## config.mk

```make
export PLATFORM = sky130hd
export DESIGN_NAME = psd_div_stage
export DESIGN_NICKNAME = d
export VERILOG_FILES = /design/src/hw/rtl/psd_pkg.sv /design/src/hw/rtl/psd_div_stage.sv
export SDC_FILE = /design/constraint.sdc
export NUM_CORES = 1
export LEC_CHECK = 0
export BUFFER_PORTS_ARGS = -buffer_cell sky130_fd_sc_hd__buf_2
export CAP_MARGIN = 5
export CORE_AREA = 2 2 427 429
export CTS_CLUSTER_DIAMETER = 50
export DETAILED_ROUTE_END_ITERATION = 6
export DIE_AREA = 0 0 429 431
export GPL_ROUTABILITY_DRIVEN = 0
export PLACE_DENSITY = 0.37
export SETUP_SLACK_MARGIN = 0.3
export SLEW_MARGIN = 20
export SYNTH_ARGS = -nofsm -noshare
export SYNTH_HDL_FRONTEND = slang
export SYNTH_SLANG_ARGS = --single-unit
```

## constraint.sdc

```tcl
create_clock -name clk -period 0.8 [get_ports clk]
set_clock_uncertainty 0.05 [all_clocks]
set_input_delay 0.08 -clock clk [delete_from_list [all_inputs] [get_ports clk]]
set_output_delay 0.08 -clock clk [all_outputs]
set_load 0.005 [all_outputs]
```

## src/hw/rtl/psd_pkg.sv

```systemverilog
`default_nettype none
package psd_pkg;

	localparam int CoordW = 32;
	localparam int DiffW = 33;
	localparam int SqW = 66;
	localparam int DistW = 34;
	localparam int RootW = 35;
	localparam int SqrtValW = 70;
	localparam int SqrtRemW = 39;
	localparam int SelW = 35;
	localparam logic [31:0] ThrReset = 32'd1;
	localparam logic [31:0] TMax = 32'h7fff_ffff;
	localparam logic [31:0] TMin = 32'h8000_0000;
	localparam logic [0:0] RegThreshold = 1'b0;

	typedef enum logic [1:0] {
		KIND_START    = 2'd0,
		KIND_END      = 2'd1,
		KIND_INTERIOR = 2'd2
	} kind_t;

	// data that rides alongside the divider
	typedef struct packed {
		logic signed [DiffW-1:0]  rx;
		logic signed [DiffW-1:0]  ry;
		logic signed [DiffW-1:0]  pex;
		logic signed [DiffW-1:0]  pey;
		logic signed [DiffW-1:0]  dx;
		logic signed [DiffW-1:0]  dy;
		logic signed [CoordW-1:0] sx;
		logic signed [CoordW-1:0] sy;
		logic signed [CoordW-1:0] px;
		logic signed [CoordW-1:0] py;
		logic                     neg;
		logic                     over;
		logic                     degen;
	} div_side_t;

	// data that rides alongside the square root
	typedef struct packed {
		logic signed [CoordW-1:0] t;
		logic                     degen;
		kind_t                    kind;
	} res_side_t;

endpackage
`default_nettype wire

```

## src/hw/rtl/psd_div_stage.sv

```systemverilog
`default_nettype none
// one quotient bit of the restoring divider
module psd_div_stage #(
	parameter int W = 114,
	parameter int SHIFT = 31
) (
	input  wire logic                       clk,
	input  wire logic                       arst_n,
	input  wire logic                       en,
	input  wire logic                       v_in,
	input  wire logic [W-1:0]               rem_in,
	input  wire logic [psd_pkg::SqW-1:0]    den_in,
	input  wire logic [31:0]                q_in,
	input  wire psd_pkg::div_side_t         side_in,
	output logic                            v_out,
	output logic [W-1:0]                    rem_out,
	output logic [psd_pkg::SqW-1:0]         den_out,
	output logic [31:0]                     q_out,
	output psd_pkg::div_side_t              side_out
);
	logic [W-1:0] trial;
	logic         take;

	assign trial = W'(den_in) << SHIFT;
	assign take = rem_in >= trial;

	always_ff @(posedge clk or negedge arst_n) begin
		if (!arst_n) begin
			v_out <= 1'b0;
		end else if (en) begin
			v_out <= v_in;
		end
	end

	always_ff @(posedge clk) begin
		if (en) begin
			rem_out <= take ? rem_in - trial : rem_in;
			den_out <= den_in;
			q_out <= q_in | (take ? (32'd1 << SHIFT) : 32'd0);
			side_out <= side_in;
		end
	end
endmodule
`default_nettype wire

```

==> results.txt <==
Dividing total power by cell area gives a power density of 2120 mW/mm2. The proportion of power drawn by combinational gates came out at 19.8%. The required time reported for the critical path endpoint is 1.20 ns. Timing would allow up to 0.367 GHz. The post-synthesis async set-or-reset flop share came out at 0.185%. The completed layout was analyzed and its total power is 97800 uW. The area share of the leading cell type in the synthesized netlist came out at 74.0%. The internal cell power is 70700 uW. Among all flip-flop cells after synthesis, the most frequent one is edfxtp_1. The fraction of the yosys area taken by sequential cells came out at 74.1%. In this run the critical register-to-register path is captured at v_out$_DFFE_PN0P_. The cell sitting at the root of the clock tree is a clkbuf_16. The first detailed-routing pass ran for 5 iterations.

The core region is 0.180 mm2. The hold path depth came out at 1. The initial cell density of the core is 12.2%. The floorplan step defined a die boundary enclosing 0.185 mm2. The largest voltage drop on the vdd net is 0.00143 V. The count of flip-flops with a built-in enable after synthesis is 541. The number of endpoints with negative hold slack in the final report came out at 195.

The largest individual stage delay along the critical path comes from the cell or4b_4. The worst hold-check path type is in -> reg. The number of nets in the synthesized netlist is 2078.

The switching power share of the total is 27.7%. The worst relative slew slack is 42.9%. In the layout the commonest cells are buf_2, edfxtp_1, dlygate4sd3_1, buf_4, buf_6.

The die boundary height came out at 431 um. The via count of the first global-routing pass is 23137. The delay of the slowest cell on the worst path came out at 0.56 ns. For this block, the via count after detailed routing is 22011. The first global-routing pass estimated 207000 um of wire. Setup repair after global routing could not meet its margin everywhere. The average wire per standard cell is 26.0 um. The die extent in x is 429 um. The final net count is 4250. STA classifies the critical path endpoint as a flop. The flow ran to the end, but the final reports show violations. The number of antenna violations at the first check in global routing was 117.

The number of warnings issued by yosys is 0. The post-layout utilization of the core came out at 25.7%. The nature of the critical path startpoint is a primary input. The register clock-pin slew on the reported worst setup and hold paths is 0.06 ns. The slew at the pin closest to its max-slew limit came out at 0.835 ns.

Registers are responsible for 36.0% of the overall power. The layout cell share with drive strength beyond 1 came out at 54.8%. The area growth from synthesis to layout is 110%.

Synthesis handed over a netlist of 1466 instances. Excluding fillers, the count of instances in the completed layout stands at 6125. The largest fanout on the critical path came out at 6. The fraction of synthesized cell area in xor and xnor cells came out at 3.19%. In this run the number of H-tree levels came out at 3.

The final count of pins violating max slew came to 0. Summed over all nets, the switching power comes to 27100 uW. The synthesized netlist devotes 3.85% of its cell area to adder and majority cells. The area taken by flip-flops and latches came out at 0.0163 mm2. The total routing resource utilization after global routing is 16.7%. The TritonCTS sink count is 542. The number of inserted filler cells in the final layout is 19087. The count of nets left with antenna violations once routing finished came out at 0. The clock tree buffer depth came out at 3.

Of the available clock period, the critical path in the final layout requires 340%. For this run, design rule violations remaining after detail routing come to 0. The worst-case reg-to-reg path depth came out at 1. The detailed router's first-iteration violation count is 1040. The checks that failed: hold timing, setup timing. The worst setup path is of the in -> reg kind. The clock latency at the later pin of the worst-skew pair came out at 0.67 ns. Ranked by total cell area, the synthesized netlist is headed by edfxtp_1, ha_1, nand2_1, o21ai_0, a21oi_1. The total half-perimeter wirelength after legalization and detailed placement is 130000 um. Once routing completed, OpenROAD measured the worst setup slack at -1.92 ns.

The number of port buffers came out at 1086. The area of the multi-input gates came out at 0.00670 mm2. The share of synthesized cell area in and, or, nand and nor gates came out at 7.43%. The worst setup slack for register-to-register paths is 0.01 ns. Setup violations remaining at the end of the flow were counted as 626. By area, the combinational part of the netlist is dominated by compound AO/OA/AOI/OAI gates. The time the final worst path needs with I/O delays and setup came out at 2.72 ns.

Entering global routing, the biggest net connects 42 pins. The multiplexer share of the synthesized area is 0.308%. The flip-flop and latch count after synthesis came out at 542. The post-synthesis compound-gate area fraction came out at 8.80%.

The largest total area in the synthesized netlist belongs to edfxtp_1. Data arrives at the worst endpoint at 3.12 ns. TritonCTS built the clock tree.

The critical path starts at den_in[24]. The unique cell type count in the Yosys netlist came out at 68. The tool flagged a number of max-cap violations equal to 0.

The mean area per synthesized cell is 15.0 um2. The start of the worst register-to-register path is v_out$_DFFE_PN0P_. Traced cell by cell, the critical path runs through buf_12 -> inv_12 -> ha_4 -> buf_6 -> and2_4 -> and3_4 -> a221o_2 -> or4b_4 -> buf_6 -> and3_4 -> a211oi_4 -> buf_6 -> buf_4 -> nor4_2 -> buf_4 -> o211ai_1 -> xnor2_1.

The final-layout setup total negative slack came out at -460.42 ns. The leakage power of the design came out at 0.0194 uW. The library cell used most frequently in the layout, excluding fill and tap cells, is buf_2. The total grt overflow is 0. The I/O pin total is 1087. In this design, the critical path's most frequently occurring cell is buf_6. The number of vias per cell after detailed routing came out at 3.59.

The total wirelength of the detailed-routed design is 159000 um. The number of clock buffers added by TritonCTS is 96. The share of power burned in the clock network came out at 44.2%.

In this run the cell area of the synthesized design comes to 0.0220 mm2. On the final layout, the worst hold slack is -0.518 ns. The instance count after placement with tap cells included came out at 5327. In this run the worst setup path terminates at rem_out[112]$_DFFE_PP_.

The floorplan row count is 156.
-- final cells by class --
| cell class | count | share of cell area (%) |
|---|---|---|
| repair buffers | 2119 | 35.7 |
| multi-input cells | 795 | 14.5 |
| diodes | 38 | 0.206 |
| well taps | 2370 | 6.41 |
| clock buffers | 105 | 5.34 |
| flip-flops and latches | 542 | 35.2 |
| clock inverters | 72 | 1.89 |
| inverters | 84 | 0.769 |
-- metrics by stage --
step	setup WS [ns]	cell area (um2)
6_report	-1.92	46200
5_1_grt	-1.94	46200
3_3_place_gp	-3.32	34000
2_1_floorplan	-2.13	22200
4_1_cts	-1.93	45300
3_5_place_dp	-3.35	34000
-- worst min path at each step --
stage | from | endpoint | slack [ns]
final | den_in[4] | den_out[4]$_DFFE_PP_ | -0.52
after global routing | den_in[4] | den_out[4]$_DFFE_PP_ | -0.57
after CTS | den_in[4] | den_out[4]$_DFFE_PP_ | -0.60
after detailed placement | arst_n | v_out$_DFFE_PN0P_ | -0.18
after global placement | arst_n | v_out$_DFFE_PN0P_ | -0.19
after floorplan | arst_n | v_out$_DFFE_PN0P_ | -0.27
-- per-layer routing --
| layer | vias up | share of wire, % | GRT usage, % |
|---|---|---|---|
| met3 | 352 | 5.4 | 4.04 |
| met2 | 878 | 56 | 33.4 |
| met5 | - | 0.15 | 0 |
| li1 | 9995 | - | - |
| met1 | 10746 | 32 | 15.6 |
| met4 | 40 | 6.2 | 8.38 |
-- repair_timing --
action	CTS	global route
cloned	19	0
hold endpoints to repair	1022	595
pin swaps	112	50
gates resized for setup	585	138
buffers inserted	55	13
endpoints found under the setup margin	627	627
hold buffers	480	16
-- flip-flops by register name, summed over array words and instances (netlist names) --
register / cells
v_out: 1
q_out: 32
den_out: 66
rem_out: 114
side_out: 329
-- power by group through the flow --
stage / Combinational (uW) / Clock (uW) / Sequential [uW]
final: 19300 / 43200 / 35200
after global routing: 20500 / 45500 / 35500
after CTS: 19300 / 44400 / 35200
after detailed placement: 15100 / 0 / 35600
after global placement: 15100 / 0 / 35600
after floorplan: 3500 / 0 / 35900
-- worst max-delay path: cells and delay by family --
kind	cells	cell delay (ns)
xor gates and xnor gates	1	0.11
buffers and inverters	7	0.87
and+or+nand+nor	5	1.06
AOI/OAI and AO/OA	3	0.80
adders and majority gates	1	0.19
-- kinds of logic after synthesis --
kind of cell,count (synthesis)
multiplexers,6
flip-flops,542
adder cells (fa/ha/maj),67
buffers and inverters,129
AO/OA/AOI/OAI,321
AND/OR/NAND/NOR,321
XOR/XNOR,80
-- cells in the mapped netlist (4+ instances only) --
cell type	n
edfxtp_1	541
nand2_1	135
o21ai_0	100
a21oi_1	99
inv_1	84
ha_1	66
xnor2_1	48
nor2_1	44
nand4_1	32
xor2_1	32
a21o_1	26
clkbuf_1	26
o21bai_1	19
nor4_1	16
buf_2	15
nand2b_1	13
nand3_1	13
o21a_1	13
nor3_1	10
a211oi_1	8
a31oi_1	8
o21ai_1	8
or2_2	8
nor2b_1	7
o31ai_1	7
or4_1	6
and3_1	5
and4_1	5
mux2_1	5
o211ai_1	5
a2111oi_0	4
and2_1	4
buf_4	4
or3_1	4
Note: power is estimated with default switching activity, not from simulation.
