**src/hw/rtl/psd_pkg.sv**
```systemverilog
`default_nettype none
package psd_pkg;

	localparam int CoordW = 32;
	localparam int DiffW = 33;
	localparam int SqW = 66;
	localparam int DistW = 34;
	localparam int RootW = 35;
	localparam int SqrtValW = 70;
	localparam int SqrtRemW = 39;
	localparam int SelW = 35;
	localparam logic [31:0] ThrReset = 32'd1;
	localparam logic [31:0] TMax = 32'h7fff_ffff;
	localparam logic [31:0] TMin = 32'h8000_0000;
	localparam logic [0:0] RegThreshold = 1'b0;

	typedef enum logic [1:0] {
		KIND_START    = 2'd0,
		KIND_END      = 2'd1,
		KIND_INTERIOR = 2'd2
	} kind_t;

	// data that rides alongside the divider
	typedef struct packed {
		logic signed [DiffW-1:0]  rx;
		logic signed [DiffW-1:0]  ry;
		logic signed [DiffW-1:0]  pex;
		logic signed [DiffW-1:0]  pey;
		logic signed [DiffW-1:0]  dx;
		logic signed [DiffW-1:0]  dy;
		logic signed [CoordW-1:0] sx;
		logic signed [CoordW-1:0] sy;
		logic signed [CoordW-1:0] px;
		logic signed [CoordW-1:0] py;
		logic                     neg;
		logic                     over;
		logic                     degen;
	} div_side_t;

	// data that rides alongside the square root
	typedef struct packed {
		logic signed [CoordW-1:0] t;
		logic                     degen;
		kind_t                    kind;
	} res_side_t;

endpackage
`default_nettype wire

```
**src/hw/rtl/psd_cfg.sv**
```systemverilog
`default_nettype none
module psd_cfg (
	input  wire logic        clk,
	input  wire logic        arst_n,
	input  wire logic        psel,
	input  wire logic        penable,
	input  wire logic        pwrite,
	input  wire logic [2:0]  paddr,
	input  wire logic [31:0] pwdata,
	output logic      [31:0] prdata,
	output logic             pready,
	output logic      [31:0] threshold
);
	logic [31:0] thr_q;

	assign pready = 1'b1;

	always_ff @(posedge clk or negedge arst_n) begin
		if (!arst_n) begin
			thr_q <= psd_pkg::ThrReset;
		end else if (psel && penable && pwrite && pready
				&& paddr[2] == psd_pkg::RegThreshold) begin
			thr_q <= pwdata;
		end
	end

	always_comb begin
		unique case (paddr[2])
			psd_pkg::RegThreshold: prdata = thr_q;
			default:               prdata = '0;
		endcase
	end

	assign threshold = thr_q;
endmodule
`default_nettype wire

```
**config.mk**
```make
export PLATFORM = sky130hd
export DESIGN_NAME = psd_cfg
export DESIGN_NICKNAME = d
export VERILOG_FILES = /design/src/hw/rtl/psd_pkg.sv /design/src/hw/rtl/psd_cfg.sv
export SDC_FILE = /design/constraint.sdc
export NUM_CORES = 1
export LEC_CHECK = 0
export BUFFER_PORTS_ARGS = -buffer_cell sky130_fd_sc_hd__buf_2
export CORE_UTILIZATION = 40
export DETAILED_ROUTE_END_ITERATION = 12
export GPL_TIMING_DRIVEN = 0
export PLACE_DENSITY_LB_ADDON = 0.1
export SLEW_MARGIN = 0
export SYNTH_ARGS = -nofsm -noshare
export SYNTH_HDL_FRONTEND = slang
export SYNTH_SLANG_ARGS = --single-unit
```
**constraint.sdc**
```tcl
create_clock -name clk -period 1.9 [get_ports clk]
set_input_delay 0.38 -clock clk [delete_from_list [all_inputs] [get_ports clk]]
set_output_delay 0.38 -clock clk [all_outputs]
set_load 0.01 [all_outputs]
```
==> metrics.md, run 1 <==
| Metric | Value |
|---|---|
| Status | finished clean |
| Worst hold margin | ~0.15 ns |
| Initial DRC count | 28 |
| Multi-input gate area | 701 µm² |
| Synth Register Bits | 32 |
| CP arrival | 1.13 ns |
| Row count | 22 |
| # clock sinks | 32 |
| Synthesized area per cell | 14.8 µm² |
| Tcrit/Tclk final | ~80% |
| Post-synthesis net count | 145 |
| Drt drc | 0 |
| WP buf/inv | 3 |
| GRT overflow | 0 |
| Syn Std Cell Area | 1560 µm² |
| Fmax | between 600 and 700 MHz |
| PostCTS Resize Cnt | 0 |
| Commonest cells after routing, fill and taps aside | 101 x buf_2, 32 x nor2b_1, 31 x dfrtp_1 |
| Wirelength per Cell | 12.1 µm |
| Largest net degree at the start of global routing | 33 |
| Drt first pass iters | 4 |
| Crit path max-delay cell type | clkbuf_1 |
| Crit-path cells | buf_2 > clkbuf_1 > nor2b_1 > buf_2 |
| Fin nets | 253 |
| Port buffer count | 101 |
| Initial Utilization | 42.2% |
| Num ports | 105 |
| Slew HR | 54.3% |
| Final setup fails | 0 |
| Worst hold path type | primary input to asynchronous set/reset pin |
| Lkg Pwr | ~1.3 nW |
| Post-route ant nets | 0 |
| WP data required | 1.52 ns |
| # hold bufs at CTS | 0 |
| Filler instances | ~320 |
| CP max stage delay | 0.37 ns |
| Post-CTS Setup Bufs | 0 |
| Commonest non-fill, non-tap cell in the layout | buf_2 |
| Pwr dens | 992 nW/µm² |
| Slew Viols, Final | 0 |
| Die width | 64.4 µm |
| Layout Area Growth over Synthesis | 42.2% |
| First-pass GRT wire length | 4900 µm |
| Least-Margin Pin Slew | 0.685 ns |
| Die area | 4140 µm² |
| Vias in the first global route | 1025 |
| Ys Warns | 0 |
| DR vias/cell | 4.44 |
| Worst vdd rail ir drop | 597 µV |
| Sequential Area | 802 µm² |
| Worst setup EP type | output port |
| Clock Pin Slew Worst Setup and Hold Paths | roughly 0.060 ns |
| Total GRT Usage | 16.2% |
| WL final | between 3000 and 4000 µm |
| RSZ-0062 raised after global routing | no |
| Setup TNS | 0 ns |
| Library cells used by synthesis | 10 |
| Initial antenna violation count | 0 |
| Share of cells above drive strength 1 | 67.8% |
| Syn Inst Count | 105 |
| Root Buffer | clkbuf_8 |
| Core Area | 3690 µm² |
| Largest register FFs | 32 |
| Die height | 64.4 µm |
| Inserted Clock Buffers | 5 |
| Worst-case clock buffer depth | 2 |
| Minimum clock period | 1.51 ns |
| Top delay family on crit path | buffers and inverters |
| Most frequent CP cell | buf_2 |
| Htree depth | 2 |
| RD Place Congestion | 0.675 |
| Via Count | 1162 |
| Register area share after synthesis | 51.6% |
| Final Hold Viols | 0 |
| TritonCTS clock tree | yes |
| Clock Latency Late Sink | 0.27 ns |
| Kind of critical path | primary input to output port |
| Maximum fanout along the worst path | 10 |
| Crit start category | primary input |
| ANT cells | 0 |
| Max Cap Viol | 0 |
| Final Skew | 0 ns |
| DPL Wire Length | between 2000 and 2500 µm |
## cell type report
cell class	instances	area share, %
multi-input combinational	66	31.7
tap	48	2.72
buffer	7	2.38
sequential	32	36.3
clock buffer	8	4.07
timing repair buffer	101	22.9
## through the flow
step,power (W),cell area (µm²),utilization (%),setup slack [ns],cells
2_1_floorplan,0.00138,1560,-,0.735,105
3_3_place_gp,0.00169,2120,57.5,0.382,254
3_5_place_dp,0.00170,2120,57.5,0.344,254
4_1_cts,0.00223,2210,59.9,0.344,262
5_1_grt,0.00232,2210,59.9,0.281,262
6_report,0.00219,2210,59.9,0.386,262
## layer usage
layer | routed length [µm] | track usage (%) | up-vias | part of all wire, %
met5 | 0 | 0 | - | 0
met4 | 48 | 8.33 | 0 | 1.5
met3 | 267 | 5.36 | 5 | 8.4
met2 | 1500 | 25.1 | 58 | 47
met1 | 1350 | 19.9 | 543 | 43
li1 | - | - | 556 | -
## Yosys cell counts
master | instances | area share (%)
nor2b_1 | 32 | 13
dfrtp_1 | 31 | 50
mux2_4 | 30 | 29
buf_6 | 3 | 2.2
clkbuf_1 | 3 | 0.72
mux2_2 | 2 | 1.4
buf_4 | 1 | 0.48
conb_1 | 1 | 0.24
dfstp_2 | 1 | 1.7
nand4b_4 | 1 | 1.5
## cell families after synthesis
| family | synth area share, % |
|---|---|
| simple gates | 14.4 |
| mux | 30.4 |
| flops | 51.6 |
| buf+inv | 3.38 |
| other cells | 0.241 |
## worst paths after layout
| path | slack (ns) | startpoint | to | cells past startpoint |
|---|---|---|---|---|
| max in group asynchronous | 1.31 | arst_n | threshold[29]$_DFFE_PN0P_ | 1 |
| worst min register to register | 0.52 | threshold[25]$_DFFE_PN0P_ | threshold[25]$_DFFE_PN0P_ | 1 |
| worst max-delay path | 0.39 | paddr[2] | prdata[21] | 4 |
| min in group clk | 0.34 | pwdata[21] | threshold[21]$_DFFE_PN0P_ | 2 |
| worst max register to register | 1.13 | threshold[31]$_DFFE_PN0P_ | threshold[31]$_DFFE_PN0P_ | 1 |
| worst min-delay path | 0.15 | arst_n | threshold[6]$_DFFE_PN0P_ | 1 |
## where the power goes
part           internal [W]  total, W  switching (W)
sequential         0.000837  0.000941       0.000104
clock              0.000295  0.000508       0.000214
combinational      0.000439  0.000745       0.000306
total               0.00157   0.00219       0.000624
Power figures use the tool's default switching activity.
==> run 2: changes to the inputs <==
- CORE_UTILIZATION: 40 -> 37
- clock period: 1.9 -> 1.25 ns (I/O delays scaled with it)
==> metrics.md, run 2 (same netlist as run 1, synthesis figures left out) <==
| Metric | Value |
|---|---|
| Post-place instance area | 2120 µm² |
| Clock Latency Late Sink | 0.27 ns |
| RD Place Congestion | 0.753 |
| Die width | 66.8 µm |
| Clock power share | 23.4% |
| Combinational power share | 34.6% |
| Crit-path cells | nor2b_1 > buf_2 |
| DPL Wire Length | between 2000 and 3000 µm |
| Worst setup EP type | output port |
| Initial antenna violation count | 0 |
| Worst R2R Path Depth | 2 |
| Drt drc | 0 |
| Num ports | 105 |
| Drt first pass iters | 3 |
| Worst-case clock buffer depth | 2 |
| Sequential fraction of design power | a little over two fifths |
| Initial DRC count | 38 |
| Final setup margin | -0.0665 ns |
| Root Buffer | clkbuf_8 |
| # clock sinks | 32 |
| Minimum clock period | roughly 1.3 ns |
| Htree depth | 2 |
| Fin nets | about 260 |
| Non-Filler Instances | about 270 |
| Status | finished, violations left |
| Commonest non-fill, non-tap cell in the layout | buf_2 |
| Crit start category | flip-flop |
| Total GRT Usage | 15.9% |
| WL final | 3410 µm |
| RSZ-0062 raised after global routing | yes |
| Final Skew | 0 ns |
| Maximum fanout along the worst path | 3 |
| Crit path from | threshold[0]$_DFFE_PN1P_ |
| Worst reg2reg path endpoint | threshold[10]$_DFFE_PN0P_ |
| Core Area | around 4000 µm² |
| Largest net degree at the start of global routing | 33 |
| Slew HR | 53.1% |
| Fmax | 760 MHz |
| Initial Utilization | 38.6% |
| Largest register FFs | 32 |
| Via Count | 1183 |
| Wirelength per Cell | 12.8 µm |
| WP data required | 1.00 ns |
| ANT cells | 0 |
| Switching power of the nets | between 0.0009 and 0.001 W |
| GRT overflow | 0 |
| Share of cells above drive strength 1 | 70.0% |
| CP max stage delay | 0.54 ns |
| Pwr dens | 1520 nW/µm² |
| Slew Viols, Final | 0 |
| Final Hold Viols | 0 |
| Row count | 23 |
| Tcrit/Tclk final | 105% |
| Worst vdd rail ir drop | 781 µV |
| Finished Core Util | 55.8% |
| Worst hold path type | primary input to asynchronous set/reset pin |
| Reg2reg start | threshold[10]$_DFFE_PN0P_ |
| Kind of critical path | flip-flop to output port |
| Final Cell Area | roughly 2200 µm² |
| Inserted Clock Buffers | 5 |
| Reg2reg setup slack | 0.37 ns |
| Least-Margin Pin Slew | 0.704 ns |
| Internal Pwr Total | 0.00242 W |
| Commonest cells after routing, fill and taps aside | 101 x buf_2, 31 x nor2b_1, 31 x dfrtp_1 |
| Pwr Total | 0.00340 W |
| Crit path max-delay cell type | dfstp_2 |
| Switching Fraction | 28.9% |
| Port buffer count | between 100 and 150 |
| CP arrival | 1.07 ns |
| TritonCTS clock tree | yes |
| Layout Area Growth over Synthesis | 44.5% |
| Die area | 4470 µm² |
| # hold bufs at CTS | 0 |
| Filler instances | 382 |
| Post-route ant nets | 0 |
| Lkg Pwr | between 1 and 1.5 nW |
| Clock Pin Slew Worst Setup and Hold Paths | around 0.060 ns |
| Vias in the first global route | approximately 1100 |
| Crit path capture | prdata[0] |
| Max Cap Viol | 0 |
| Failing checks | setup timing |
| Final setup fails | 1 |
| DR vias/cell | 4.43 |
| First-pass GRT wire length | between 5000 and 6000 µm |
| Die height | 66.8 µm |
| Placed instance count | about 260 |
[run 2: worst min path at each step]
| stage | start | to | slack [ns] |
|---|---|---|---|
| final | arst_n | threshold[19]$_DFFE_PN0P_ | 0.01 |
| after global placement | arst_n | threshold[19]$_DFFE_PN0P_ | 0.34 |
| after global routing | arst_n | threshold[19]$_DFFE_PN0P_ | 0.08 |
| after floorplan | arst_n | threshold[10]$_DFFE_PN0P_ | -0.05 |
| after detailed placement | arst_n | threshold[19]$_DFFE_PN0P_ | 0.35 |
| after CTS | arst_n | threshold[19]$_DFFE_PN0P_ | 0.04 |
[run 2: area by class of cell]
type                       instances  area, µm²  share of cell area, %
clock buffer                       8       90.1                   4.01
tap                               50       62.6                   2.78
sequential                        32        802                   35.7
timing repair buffer             104        528                   23.5
buffer                             7       56.3                   2.51
multi-input combinational         66        708                   31.5
[run 2: timing repair]
| action | 4_1_cts | 5_1_grt |
|---|---|---|
| endpoints found under the setup margin | 27 | 7 |
| buffers inserted | 0 | 3 |
| cloned | 0 | 0 |
| resized for setup | 3 | 2 |
[run 2: stage by stage]
step,TNS (ns),hold slack [ns],setup WS (ns)
floorplan,0,-0.0456,0.215
global placement,-0.555,0.341,-0.0238
detailed placement,-0.640,0.347,-0.0546
CTS,-0.0856,0.0406,-0.0856
global route,-0.176,0.0800,-0.110
finish,-0.0665,0.0137,-0.0665
[run 2: critical path: cells and delay by family (launching register included)]
kind          cells  cell delay, ns
buf+inv           1            0.13
flops             1            0.54
simple gates      1            0.12
[run 2: power by group through the flow]
stage	clock network, W	registers (W)	logic, W
floorplan	0	0.00154	0.000555
global placement	0	0.00143	0.00114
global route	0.000884	0.00146	0.00128
finish	0.000796	0.00143	0.00118
CTS	0.000837	0.00144	0.00115
detailed placement	0	0.00145	0.00115
[run 2: routing by layer]
layer	global-route usage (%)	up-vias	share of wire, %
met5	0	-	0
met4	8.78	0	0.73
met3	4.45	4	7.1
met2	24.2	54	50
met1	20.0	561	42
li1	-	564	-
