<file path="config.mk">
export PLATFORM = sky130hd
export DESIGN_NAME = psd_sqrt_stage
export DESIGN_NICKNAME = d
export VERILOG_FILES = /design/src/hw/rtl/psd_pkg.sv /design/src/hw/rtl/psd_sqrt_stage.sv
export SDC_FILE = /design/constraint.sdc
export NUM_CORES = 1
export LEC_CHECK = 0
export BUFFER_PORTS_ARGS = -buffer_cell sky130_fd_sc_hd__buf_2
export CAP_MARGIN = 20
export CELL_PAD_IN_SITES_DETAIL_PLACEMENT = 0
export CELL_PAD_IN_SITES_GLOBAL_PLACEMENT = 1
export CORE_UTILIZATION = 34
export CTS_BUF_LIST = sky130_fd_sc_hd__clkbuf_4
export CTS_CLUSTER_SIZE = 10
export DETAILED_ROUTE_END_ITERATION = 10
export GPL_TIMING_DRIVEN = 0
export PLACE_DENSITY = 0.81
export SETUP_SLACK_MARGIN = 0.5
export SKIP_LAST_GASP = 1
export SLEW_MARGIN = 20
export SYNTH_ARGS = -nofsm -noshare
export SYNTH_HDL_FRONTEND = slang
export SYNTH_SLANG_ARGS = --single-unit
</file>
<file path="constraint.sdc">
create_clock -name clk -period 0.8 [get_ports clk]
set_input_delay 0.04 -clock clk [delete_from_list [all_inputs] [get_ports clk]]
set_output_delay 0.04 -clock clk [all_outputs]
set_load 0.02 [all_outputs]
</file>
<file path="src/hw/rtl/psd_pkg.sv">
`default_nettype none
package psd_pkg;

	localparam int CoordW = 32;
	localparam int DiffW = 33;
	localparam int SqW = 66;
	localparam int DistW = 34;
	localparam int RootW = 35;
	localparam int SqrtValW = 70;
	localparam int SqrtRemW = 39;
	localparam int SelW = 35;
	localparam logic [31:0] ThrReset = 32'd1;
	localparam logic [31:0] TMax = 32'h7fff_ffff;
	localparam logic [31:0] TMin = 32'h8000_0000;
	localparam logic [0:0] RegThreshold = 1'b0;

	typedef enum logic [1:0] {
		KIND_START    = 2'd0,
		KIND_END      = 2'd1,
		KIND_INTERIOR = 2'd2
	} kind_t;

	// data that rides alongside the divider
	typedef struct packed {
		logic signed [DiffW-1:0]  rx;
		logic signed [DiffW-1:0]  ry;
		logic signed [DiffW-1:0]  pex;
		logic signed [DiffW-1:0]  pey;
		logic signed [DiffW-1:0]  dx;
		logic signed [DiffW-1:0]  dy;
		logic signed [CoordW-1:0] sx;
		logic signed [CoordW-1:0] sy;
		logic signed [CoordW-1:0] px;
		logic signed [CoordW-1:0] py;
		logic                     neg;
		logic                     over;
		logic                     degen;
	} div_side_t;

	// data that rides alongside the square root
	typedef struct packed {
		logic signed [CoordW-1:0] t;
		logic                     degen;
		kind_t                    kind;
	} res_side_t;

endpackage
`default_nettype wire

</file>
<file path="src/hw/rtl/psd_sqrt_stage.sv">
`default_nettype none
// one root bit of the digit-by-digit square root
module psd_sqrt_stage (
	input  wire logic                            clk,
	input  wire logic                            arst_n,
	input  wire logic                            en,
	input  wire logic                            v_in,
	input  wire logic [psd_pkg::SqrtValW-1:0]    val_in,
	input  wire logic [psd_pkg::SqrtRemW-1:0]    rem_in,
	input  wire logic [psd_pkg::RootW-1:0]       root_in,
	input  wire psd_pkg::res_side_t              side_in,
	output logic                                 v_out,
	output logic [psd_pkg::SqrtValW-1:0]         val_out,
	output logic [psd_pkg::SqrtRemW-1:0]         rem_out,
	output logic [psd_pkg::RootW-1:0]            root_out,
	output psd_pkg::res_side_t                   side_out
);
	logic [psd_pkg::SqrtRemW-1:0] cat;
	logic [psd_pkg::SqrtRemW-1:0] trial;
	logic                         take;

	assign cat = {rem_in[psd_pkg::SqrtRemW-3:0],
		val_in[psd_pkg::SqrtValW-1:psd_pkg::SqrtValW-2]};
	assign trial = {2'b00, root_in, 2'b01};
	assign take = cat >= trial;

	always_ff @(posedge clk or negedge arst_n) begin
		if (!arst_n) begin
			v_out <= 1'b0;
		end else if (en) begin
			v_out <= v_in;
		end
	end

	always_ff @(posedge clk) begin
		if (en) begin
			val_out <= {val_in[psd_pkg::SqrtValW-3:0], 2'b00};
			rem_out <= take ? cat - trial : cat;
			root_out <= {root_in[psd_pkg::RootW-2:0], take};
			side_out <= side_in;
		end
	end
endmodule
`default_nettype wire

</file>
==> results of run 1 <==
per-stage QoR:
stage,hold WS [ns],worst slack [ns]
after detailed placement,-0.183,-2.03
after global routing,-0.378,-1.20
after CTS,-0.396,-1.16
final,-0.313,-1.19
after global placement,-0.184,-2.73
after floorplan,-0.256,-1.51
state kept, by name (all words and copies together), names as in the netlist:
name      count
val_out      68
rem_out      39
root_out     35
side_out     35
v_out         1
worst paths after layout:
check | end | slack, ns | cells after the start
hold / removal | v_out | -0.31 | 2
setup reg to reg | v_out | 0.01 | 1
hold reg to reg | v_out | 0.57 | 1
max in group asynchronous | v_out | 0.96 | 2
min in group asynchronous | v_out | -0.25 | 2
setup / recovery | rem_out[29] | -1.19 | 15
per-layer routing:
layer  share of wire, %  wire length [µm]
met4                3.5              1050
met5              0.044                13
met2                 51             15100
met1                 40             11900
met3                6.1              1820
critical path, delay by kind of cell:
family / cells / cell delay [ns]
buffers and inverters: 6 / 0.64
AO/OA/AOI/OAI: 6 / 1.03
adder cells (fa/ha/maj): 1 / 0.29
AND/OR/NAND/NOR: 2 / 0.31
cells in the mapped netlist (4+ instances only):
library cell and number:
edfxtp_1 177, a21oi_1 63, inv_1 44, nor2_1 39, ha_1 37, nand2_1 29
o21ai_0 28, a21o_1 21, xor2_1 18, xnor2_1 16, nand3_1 12, o21a_1 9
buf_2 7, a31oi_1 6, and3_1 6, nand4_1 5, nor3_1 5, o31ai_1 5
and4_1 4, o21bai_1 4
power by group through the flow:
| stage | registers, W | logic [W] | clock network, W |
|---|---|---|---|
| after detailed placement | 0.0117 | 0.00550 | 0 |
| after global placement | 0.0118 | 0.00546 | 0 |
| after global routing | 0.0118 | 0.00816 | 0.00638 |
| final | 0.0118 | 0.00771 | 0.00583 |
| after CTS | 0.0116 | 0.00705 | 0.00600 |
| after floorplan | 0.0130 | 0.00210 | 0 |
logic make-up after synthesis:
| logic type | after synthesis |
|---|---|
| other | 1 |
| adder cells (fa/ha/maj) | 37 |
| buffers and inverters | 63 |
| multiplexers | 2 |
| AO/OA/AOI/OAI | 158 |
| flip-flops | 178 |
| AND/OR/NAND/NOR | 112 |
| XOR/XNOR | 34 |
timing repair:
action,4_1_cts,5_1_grt
resized for setup,228,198
cloned,5,1
hold buffers,126,11
pin swaps,17,13
buffers inserted,23,5
setup endpoints to repair,324,238
endpoints found under the hold margin,250,143
area by class of cell:
class | instances | area [µm²] | share of cell area, %
inverter | 45 | 194 | 1.37
clock inverter | 15 | 208 | 1.47
timing repair buffer | 530 | 4680 | 33.1
sequential | 178 | 5340 | 37.7
clock buffer | 17 | 128 | 0.901
antenna | 4 | 10.0 | 0.0707
buffer | 18 | 245 | 1.73
tap | 313 | 392 | 2.77
multi-input combinational | 345 | 2960 | 20.9
==> results.txt, run 1 <==
status -> finished with violations
failing checks -> hold timing, setup timing
root buf cell -> clkbuf_4
simple-gate share of the synthesized area -> 6.56%
fmax -> 501 MHz
max-cap viol count -> 0
vias in the first global route -> 7056
DRT Pass-1 Iters -> 5
CTS tree -> yes
Net Sw Frac -> 32.7%
post-synth top area cell -> edfxtp_1
Post-Syn Instances -> 585
Max Root-Sink Buffers -> 2
setup ws final -> -1.19 ns
Least-Margin Pin Slew -> 0.502 ns
CTS H-Tree Depth -> 4
vias -> 7124
Synth Area in Adders -> 5.83%
pwr/cell area -> 1790 nW/µm²
area share of the leading cell type in the synthesized netlist -> 67.0%
largest family of logic cells by synthesized area -> compound AO/OA/AOI/OAI gates
Synth Area in Compound Gates -> 12.7%
GPL Wtd Cong -> 0.808
synthesized area -> 7940 µm²
clock share of power -> 23.0%
Synth Flop Type -> edfxtp_1
Layout Nets -> 1355
WS Path Type -> in2reg
Core Region -> 22800 µm²
Yosys Warn Count -> 0
row count -> 55
Power Total -> 0.0253 W
boundary pin count -> 363
Setup crit end kind -> flip-flop
critical path peak fanout -> 6
Leakage Power -> 6.09 nW
setup tns final -> -113.36 ns
Hold Violations, Final -> 132
DP Cell Count -> 1258
DR WL/cell -> 20.4 µm
largest net degree at the start of global routing -> 54
ranking of synthesized cells by area -> edfxtp_1 (67%), ha_1 (5.8%), a21oi_1 (4.0%)
Reg power frac -> 46.5%
Starting Density -> 34.8%
Initial DRC Count -> 464
fin crit share -> 249%
# DRC -> 0
Final Non-Filler Cells -> 1465
Seq/Total Area, Yosys -> 67.3%
Detail Route Antenna Nets -> 0
reg2reg start -> v_out
I/O Buffers -> 358
Die Span Y -> 155 µm
Clock Latency Late Sink -> 0.57 ns
Layout fillers -> 1698
Num CTS Buffers -> 17
Switch Pwr -> 0.00829 W
CTS sink cnt -> 178
Final setup viols -> 218
Hold Crit Class -> in2reg
first-pass GRT wire length -> 41300 µm
FFs w/ async S/R, synth -> 0.562%
Final Max Tran Viols -> 0
Synth Area in XOR/XNOR -> 3.75%
type of origin of the critical path -> input pin
via density per instance -> 4.86
cell internal pwr -> 0.0170 W
design area -> 14200 µm²
commonest non-fill, non-tap cell in the layout -> buf_2
hold_sp -> v_in
area grow syn2layout -> 78.5%
maximum VDD drop -> 0.000972 V
Final HPWL DP -> 18200 µm
most frequent cells in the layout -> buf_2 (202), edfxtp_1 (177), buf_6 (158)
Worst path most repeated cell -> buf_12
dpl cell area -> 10600 µm²
crit path DAT -> 2.32 ns
clock slew at reported path FFs -> 0.19 ns
met3 GRT Util -> 5.41%
RSZ-0062 raised after global routing -> true
relative slew slack -> 66.3%
min cycle time layout -> 1.99 ns
GR peak layer -> met2
critical path cell sequence -> buf_6, ha_4, nand4_1, nor2_1, a21oi_2, o211ai_2, a21oi_4, o31a_1, o21a_1, buf_8, inv_6, buf_12, buf_12, buf_12, a21oi_2
Comb pwr share -> 30.5%
GR Util met2 -> 40.7%
skew final -> 0 ns
Worst setup startpoint -> rem_in[6]
Mean Syn Cell Area -> 13.6 µm²
total grt overflow -> 0
mux share of post-synthesis cell area -> 0.284%
WHS -> -0.313 ns
Netlist cell types -> 52
final core utilization -> 62.2%
GR Util All Layers -> 23.4%
Seq cells post-synth -> 178
number of synthesized flops with an enable pin -> 177
Die X -> 155 µm
die area -> 24000 µm²
GR Util met1 -> 27.8%
CP max stage cell -> ha_4
Required @ worst endpoint -> 1.13 ns
share of layout cells above drive strength 1 -> 48.5%
slowest stage delay, CP -> 0.29 ns
Post-Route WL -> 29800 µm
initial antenna violation count -> 5
No activity file was read; power rests on OpenSTA's default activity.
==> run 2, diff against run 1 <==
--- a/config.mk
+++ b/config.mk
@@ -14,7 +14,7 @@
 export CTS_CLUSTER_SIZE = 10
 export DETAILED_ROUTE_END_ITERATION = 10
 export GPL_TIMING_DRIVEN = 0
-export PLACE_DENSITY = 0.81
+export PLACE_DENSITY = 0.87
 export SETUP_SLACK_MARGIN = 0.5
 export SKIP_LAST_GASP = 1
 export SLEW_MARGIN = 20
==> run 2 against run 1 <==
The run still ends with hold timing, setup timing left; critical path depth is 4 lower; core utilization is 2.3 points higher; non-clock buffer count is 19 higher; die area unchanged; final cell count rose by 1.3%; power about the same; setup slack better by 0.015 ns; hold slack got worse by 0.030 ns; via count grew 2.2%; global-route usage grew 0.97 points; critical path type unchanged; highest routed layer unchanged.
==> results.txt, run 2 (synthesis results as in run 1) <==
hold_sp -> v_in
failing checks -> hold timing, setup timing
Worst Reg-to-Reg Cells -> 1
die area -> 24000 µm²
Die X -> 155 µm
Final setup viols -> 218
DRT Pass-1 Iters -> 4
Setup WS pre-CTS -> -2.10 ns
most frequent cells in the layout -> buf_2 (196), edfxtp_1 (177), buf_6 (165)
Worst Hold Endpoint -> v_out
fmax -> 505 MHz
first-pass GRT wire length -> 42600 µm
largest net degree at the start of global routing -> 41
area grow syn2layout -> 85.0%
maximum VDD drop -> 0.00112 V
reg-to-reg slack, setup -> 0.02 ns
Worst setup startpoint -> rem_in[0]
Setup crit end kind -> flip-flop
GR Util All Layers -> 24.3%
CP max stage cell -> mux2_2
max-cap viol count -> 0
crit path DAT -> 2.34 ns
Core Region -> 22800 µm²
Layout Nets -> 1374
fin crit share -> 247%
pwr/cell area -> 1720 nW/µm²
Post-Route WL -> 31900 µm
skew final -> 0 ns
top flop regs -> val_out: 68 flops, rem_out: 39 flops
CTS tree -> yes
CTS H-Tree Depth -> 4
Detail Route Antenna Nets -> 0
Worst path most repeated cell -> a21oi_2
Largest register FFs -> 68
RSZ-0062 raised after global routing -> true
boundary pin count -> 363
type of origin of the critical path -> input pin
Top reg by flops -> val_out
Clock Latency Late Sink -> 0.60 ns
dpl cell area -> 10600 µm²
critical path cell sequence -> buf_2, ha_4, nor2b_1, o31a_1, o31ai_4, nand3b_1, a2111oi_4, a21oi_2, a21oi_2, o21a_1, mux2_2
initial antenna violation count -> 7
critical path peak fanout -> 5
share of layout cells above drive strength 1 -> 52.6%
DP Cell Count -> 1259
slowest stage delay, CP -> 0.34 ns
I/O Buffers -> 358
GPL Wtd Cong -> 0.846
Hold Crit Class -> in2reg
# DRC -> 0
row count -> 55
commonest non-fill, non-tap cell in the layout -> buf_2
Max Root-Sink Buffers -> 2
WS Path Type -> in2reg
total grt overflow -> 0
root buf cell -> clkbuf_4
Hold Crit Depth -> 2
Least-Margin Pin Slew -> 0.506 ns
relative slew slack -> 66.0%
Final Max Tran Viols -> 0
Hold Violations, Final -> 83
Num CTS Buffers -> 17
design area -> 14700 µm²
WHS -> -0.343 ns
Starting Density -> 34.8%
CTS sink cnt -> 178
Critical R2R Capture -> v_out
Required @ worst endpoint -> 1.16 ns
vias in the first global route -> 7322
Leakage Power -> 6.32 nW
clock slew at reported path FFs -> 0.18 ns
reg2reg start -> v_out
Final Non-Filler Cells -> 1484
DR WL/cell -> 21.5 µm
Initial DRC Count -> 479
Final HPWL DP -> 18200 µm
Die Span Y -> 155 µm
status -> finished with violations
vias -> 7284
min cycle time layout -> 1.98 ns
setup ws final -> -1.18 ns
via density per instance -> 4.91
## run 2: cell types whose count changed in the layout (fill, tap and decap cells not counted), moves of 4 or more
cell	previous run	this run
nand2_4	1	9
nand2_1	26	17
buf_2	202	196
a21oi_4	4	10
o21ai_1	10	2
o21ai_2	2	10
bufbuf_16	1	5
nor2_1	25	19
buf_6	158	165
buf_4	24	35
a21oi_1	29	25
## run 2: cell type report
| type | instances | area [µm²] |
|---|---|---|
| diodes | 4 | 10.0 |
| flip-flops and latches | 178 | 5340 |
| well taps | 313 | 392 |
| clock buffers | 18 | 135 |
| clock inverters | 14 | 163 |
| inverters | 45 | 199 |
| repair buffers | 549 | 5010 |
| plain buffers | 18 | 246 |
| multi-input cells | 345 | 3180 |
| fillers | 1606 | 8100 |
## run 2: what timing repair did
item	CTS	global route
setup endpoints to repair	372	256
gates resized for setup	220	281
hold buffers	131	6
hold endpoints to repair	214	101
buffers inserted	25	17
pin swaps	21	29
cloned	9	2
## run 2: metal layers
metal  up-vias  global-route usage [%]  wire length (µm)  part of all wire, %
met2       315                    43.1             16600                   52
li1       3327                       -                 -                    -
met1      3563                    28.0             12200                   38
met4         6                    9.62              1170                  3.7
met5         -                       0                41                 0.13
met3        73                    6.36              2000                  6.3
## run 2: worst max-delay path: cells and delay by family
family | cells | cell delay, ns
compound gates | 6 | 1.23
simple gates | 2 | 0.35
mux | 1 | 0.34
fa+ha+maj | 1 | 0.26
buf+inv | 1 | 0.13
## run 2: metrics by stage
stage	total power, W	setup TNS (ns)	utilization, %	hold slack (ns)
6_report	0.0253	-115.29	64.4	-0.343
5_1_grt	0.0263	-131.21	64.4	-0.404
4_1_cts	0.0241	-121.33	59.1	-0.396
3_5_place_dp	0.0173	-146.84	46.5	-0.183
3_3_place_gp	0.0172	-533.16	46.2	-0.185
2_1_floorplan	0.0151	-55.24	-	-0.256
## run 2: power by group
part           internal [W]  switching, W
Sequential           0.0114      0.000431
Clock               0.00149       0.00378
Combinational       0.00416       0.00410
## run 2: worst max-delay path by stage
stage             endpoint  slack [ns]  cells past startpoint
2_1_floorplan  rem_out[38]       -1.51                     11
3_3_place_gp         v_out       -2.71                      2
3_5_place_dp   rem_out[15]       -2.10                     13
4_1_cts        rem_out[37]       -1.19                     14
5_1_grt        rem_out[38]       -1.17                     12
6_report       rem_out[38]       -1.18                     11
==> run 3, diff against run 2 <==
--- a/config.mk
+++ b/config.mk
@@ -13,8 +13,8 @@
 export CTS_BUF_LIST = sky130_fd_sc_hd__clkbuf_4
 export CTS_CLUSTER_SIZE = 10
 export DETAILED_ROUTE_END_ITERATION = 10
-export GPL_TIMING_DRIVEN = 0
 export PLACE_DENSITY = 0.87
+export REMOVE_ABC_BUFFERS = 1
 export SETUP_SLACK_MARGIN = 0.5
 export SKIP_LAST_GASP = 1
 export SLEW_MARGIN = 20
==> run 3 against run 2 <==
The run still ends with hold timing, setup timing left; sequential share of layout area shrank 1.0 points; clock power grew 5.1%; count of clock-buffer cells in the layout is 1 lower; routed wire length fell by 3.3%; cell area increased by 2.9%; global-route usage down 0.66 points; hold slack about the same; clock skew unchanged; largest cell class is now buffers.
==> results.txt, run 3 (synthesis results as in run 1) <==
clock slew at reported path FFs -> 0.16 ns
min cycle time layout -> 1.94 ns
WS Path Type -> in2reg
Initial DRC Count -> 349
Final HPWL DP -> 19300 µm
Top reg by flops -> val_out
reg2reg start -> v_out
failing checks -> hold timing, setup timing
Worst Reg-to-Reg Cells -> 2
max-cap viol count -> 0
Layout Nets -> 1479
Final Non-Filler Cells -> 1592
Critical R2R Capture -> v_out
setup ws final -> -1.14 ns
Largest register FFs -> 68
Switch Pwr -> 0.00832 W
# DRC -> 0
fin crit share -> 242%
Final setup viols -> 219
Layout fillers -> 1592
root buf cell -> clkbuf_4
initial antenna violation count -> 8
Detail Route Antenna Nets -> 0
first-pass GRT wire length -> 42500 µm
boundary pin count -> 363
vias -> 7618
type of origin of the critical path -> input pin
vias in the first global route -> 7771
Setup crit end kind -> flip-flop
commonest non-fill, non-tap cell in the layout -> buf_2
top flop regs -> val_out: 68 flops, rem_out: 39 flops
area of the multi-input gates -> 3050 µm²
crit path DAT -> 2.29 ns
maximum VDD drop -> 0.000972 V
CTS H-Tree Depth -> 4
DRT Pass-1 Iters -> 4
Hold Violations, Final -> 161
design area -> 15100 µm²
total grt overflow -> 0
RSZ-0062 raised after global routing -> true
share of layout cells above drive strength 1 -> 54.7%
cell internal pwr -> 0.0175 W
Required @ worst endpoint -> 1.15 ns
dpl cell area -> 11200 µm²
CTS tree -> yes
most frequent cells in the layout -> buf_2 (199), edfxtp_1 (177), buf_6 (169)
Reg power frac -> 45.6%
Hold Crit Depth -> 1
CTS sink cnt -> 178
setup tns final -> -111.41 ns
I/O Buffers -> 358
Leakage Power -> 6.70 nW
row count -> 55
critical path peak fanout -> 7
clock share of power -> 21.4%
fmax -> 516 MHz
Final Max Tran Viols -> 0
GR Util All Layers -> 23.7%
area occupied by registers -> 5340 µm²
WHS -> -0.343 ns
via density per instance -> 4.79
skew final -> 0 ns
Num CTS Buffers -> 17
DP Cell Count -> 1385
Starting Density -> 34.8%
status -> finished with violations
hold_sp -> root_in[4]
Clock Latency Late Sink -> 0.59 ns
largest net degree at the start of global routing -> 50
Net Sw Frac -> 32.2%
Max Root-Sink Buffers -> 2
reg-to-reg slack, setup -> -0.10 ns
Core Region -> 22800 µm²
Post-Route WL -> 30900 µm
Power Total -> 0.0258 W
Worst Hold Endpoint -> root_out[5]
Hold Crit Class -> in2reg
pwr/cell area -> 1710 nW/µm²
die area -> 24000 µm²
Comb pwr share -> 33.0%
area grow syn2layout -> 90.4%
Die Span Y -> 155 µm
GPL Wtd Cong -> 0.841
DR WL/cell -> 19.4 µm
Die X -> 155 µm
run 3: cell types whose count changed in the layout (fill, tap and decap cells not counted), moves of 7 or more:
cell,before,now
a21oi_1,25,34
a21oi_4,10,1
buf_4,35,150
dlygate4sd3_1,120,113
ha_1,10,19
inv_1,29,36
run 3: metrics by stage:
| stage | hold slack (ns) | setup slack [ns] | utilization (%) |
|---|---|---|---|
| final | -0.343 | -1.14 | 66.3 |
| after global routing | -0.408 | -1.13 | 66.3 |
| after CTS | -0.396 | -1.04 | 61.0 |
| after detailed placement | -0.183 | -1.94 | 49.1 |
| after global placement | -0.185 | -1.85 | 49.1 |
| after floorplan | -0.256 | -2.14 | - |
run 3: cell type report:
cell class              count  area share, %
inverters                  45           1.36
flip-flops and latches    178           35.3
diodes                      7          0.116
well taps                 313           2.59
clock buffers              17          0.845
multi-input cells         345           20.2
repair buffers            671           38.2
clock inverters            15           1.25
repair inverters            1          0.108
run 3: worst max-delay path, stage by stage:
cell	delay, ns
buf_2	0.12
inv_1	0.09
ha_4	0.22
a21oi_1	0.18
o21ai_1	0.15
a2bb2oi_2	0.16
o211ai_2	0.14
a21oi_2	0.20
o31a_1	0.19
o21a_4	0.19
buf_12	0.14
clkinv_16	0.08
buf_12	0.13
buf_16	0.13
nor2_1	0.08
a21oi_1	0.04
run 3: worst max path at each step:
stage                 from           to  slack [ns]  cells after the start
2_1_floorplan  root_in[30]  rem_out[25]       -2.14                     11
3_3_place_gp     rem_in[5]  rem_out[38]       -1.85                     11
3_5_place_dp    root_in[5]  rem_out[38]       -1.94                     12
4_1_cts         root_in[0]  rem_out[38]       -1.04                     12
5_1_grt         root_in[0]  rem_out[10]       -1.13                     17
6_report       root_in[12]  rem_out[10]       -1.14                     16
run 3: timing repair:
item                                    CTS  global route
pin swaps                                39            28
endpoints found under the setup margin  219           238
hold buffers                            117            15
hold endpoints to repair                332           238
gates cloned                              4             0
setup buffers                            23             9
gates resized for setup                 246           295
run 3: metal layers:
metal	part of all wire, %	GRT usage (%)	up-vias
li1	-	-	3540
met1	36	25.0	3706
met2	53	44.0	300
met3	7.5	7.65	68
met4	3.1	8.06	4
met5	0.084	0	-
run 3: power by group through the flow:
stage               sequential, W  combinational (W)  clock [W]
floorplan                  0.0130            0.00169          0
global placement           0.0117            0.00585          0
detailed placement         0.0117            0.00591          0
CTS                        0.0116            0.00747    0.00560
global route               0.0119            0.00902    0.00601
finish                     0.0118            0.00852    0.00553
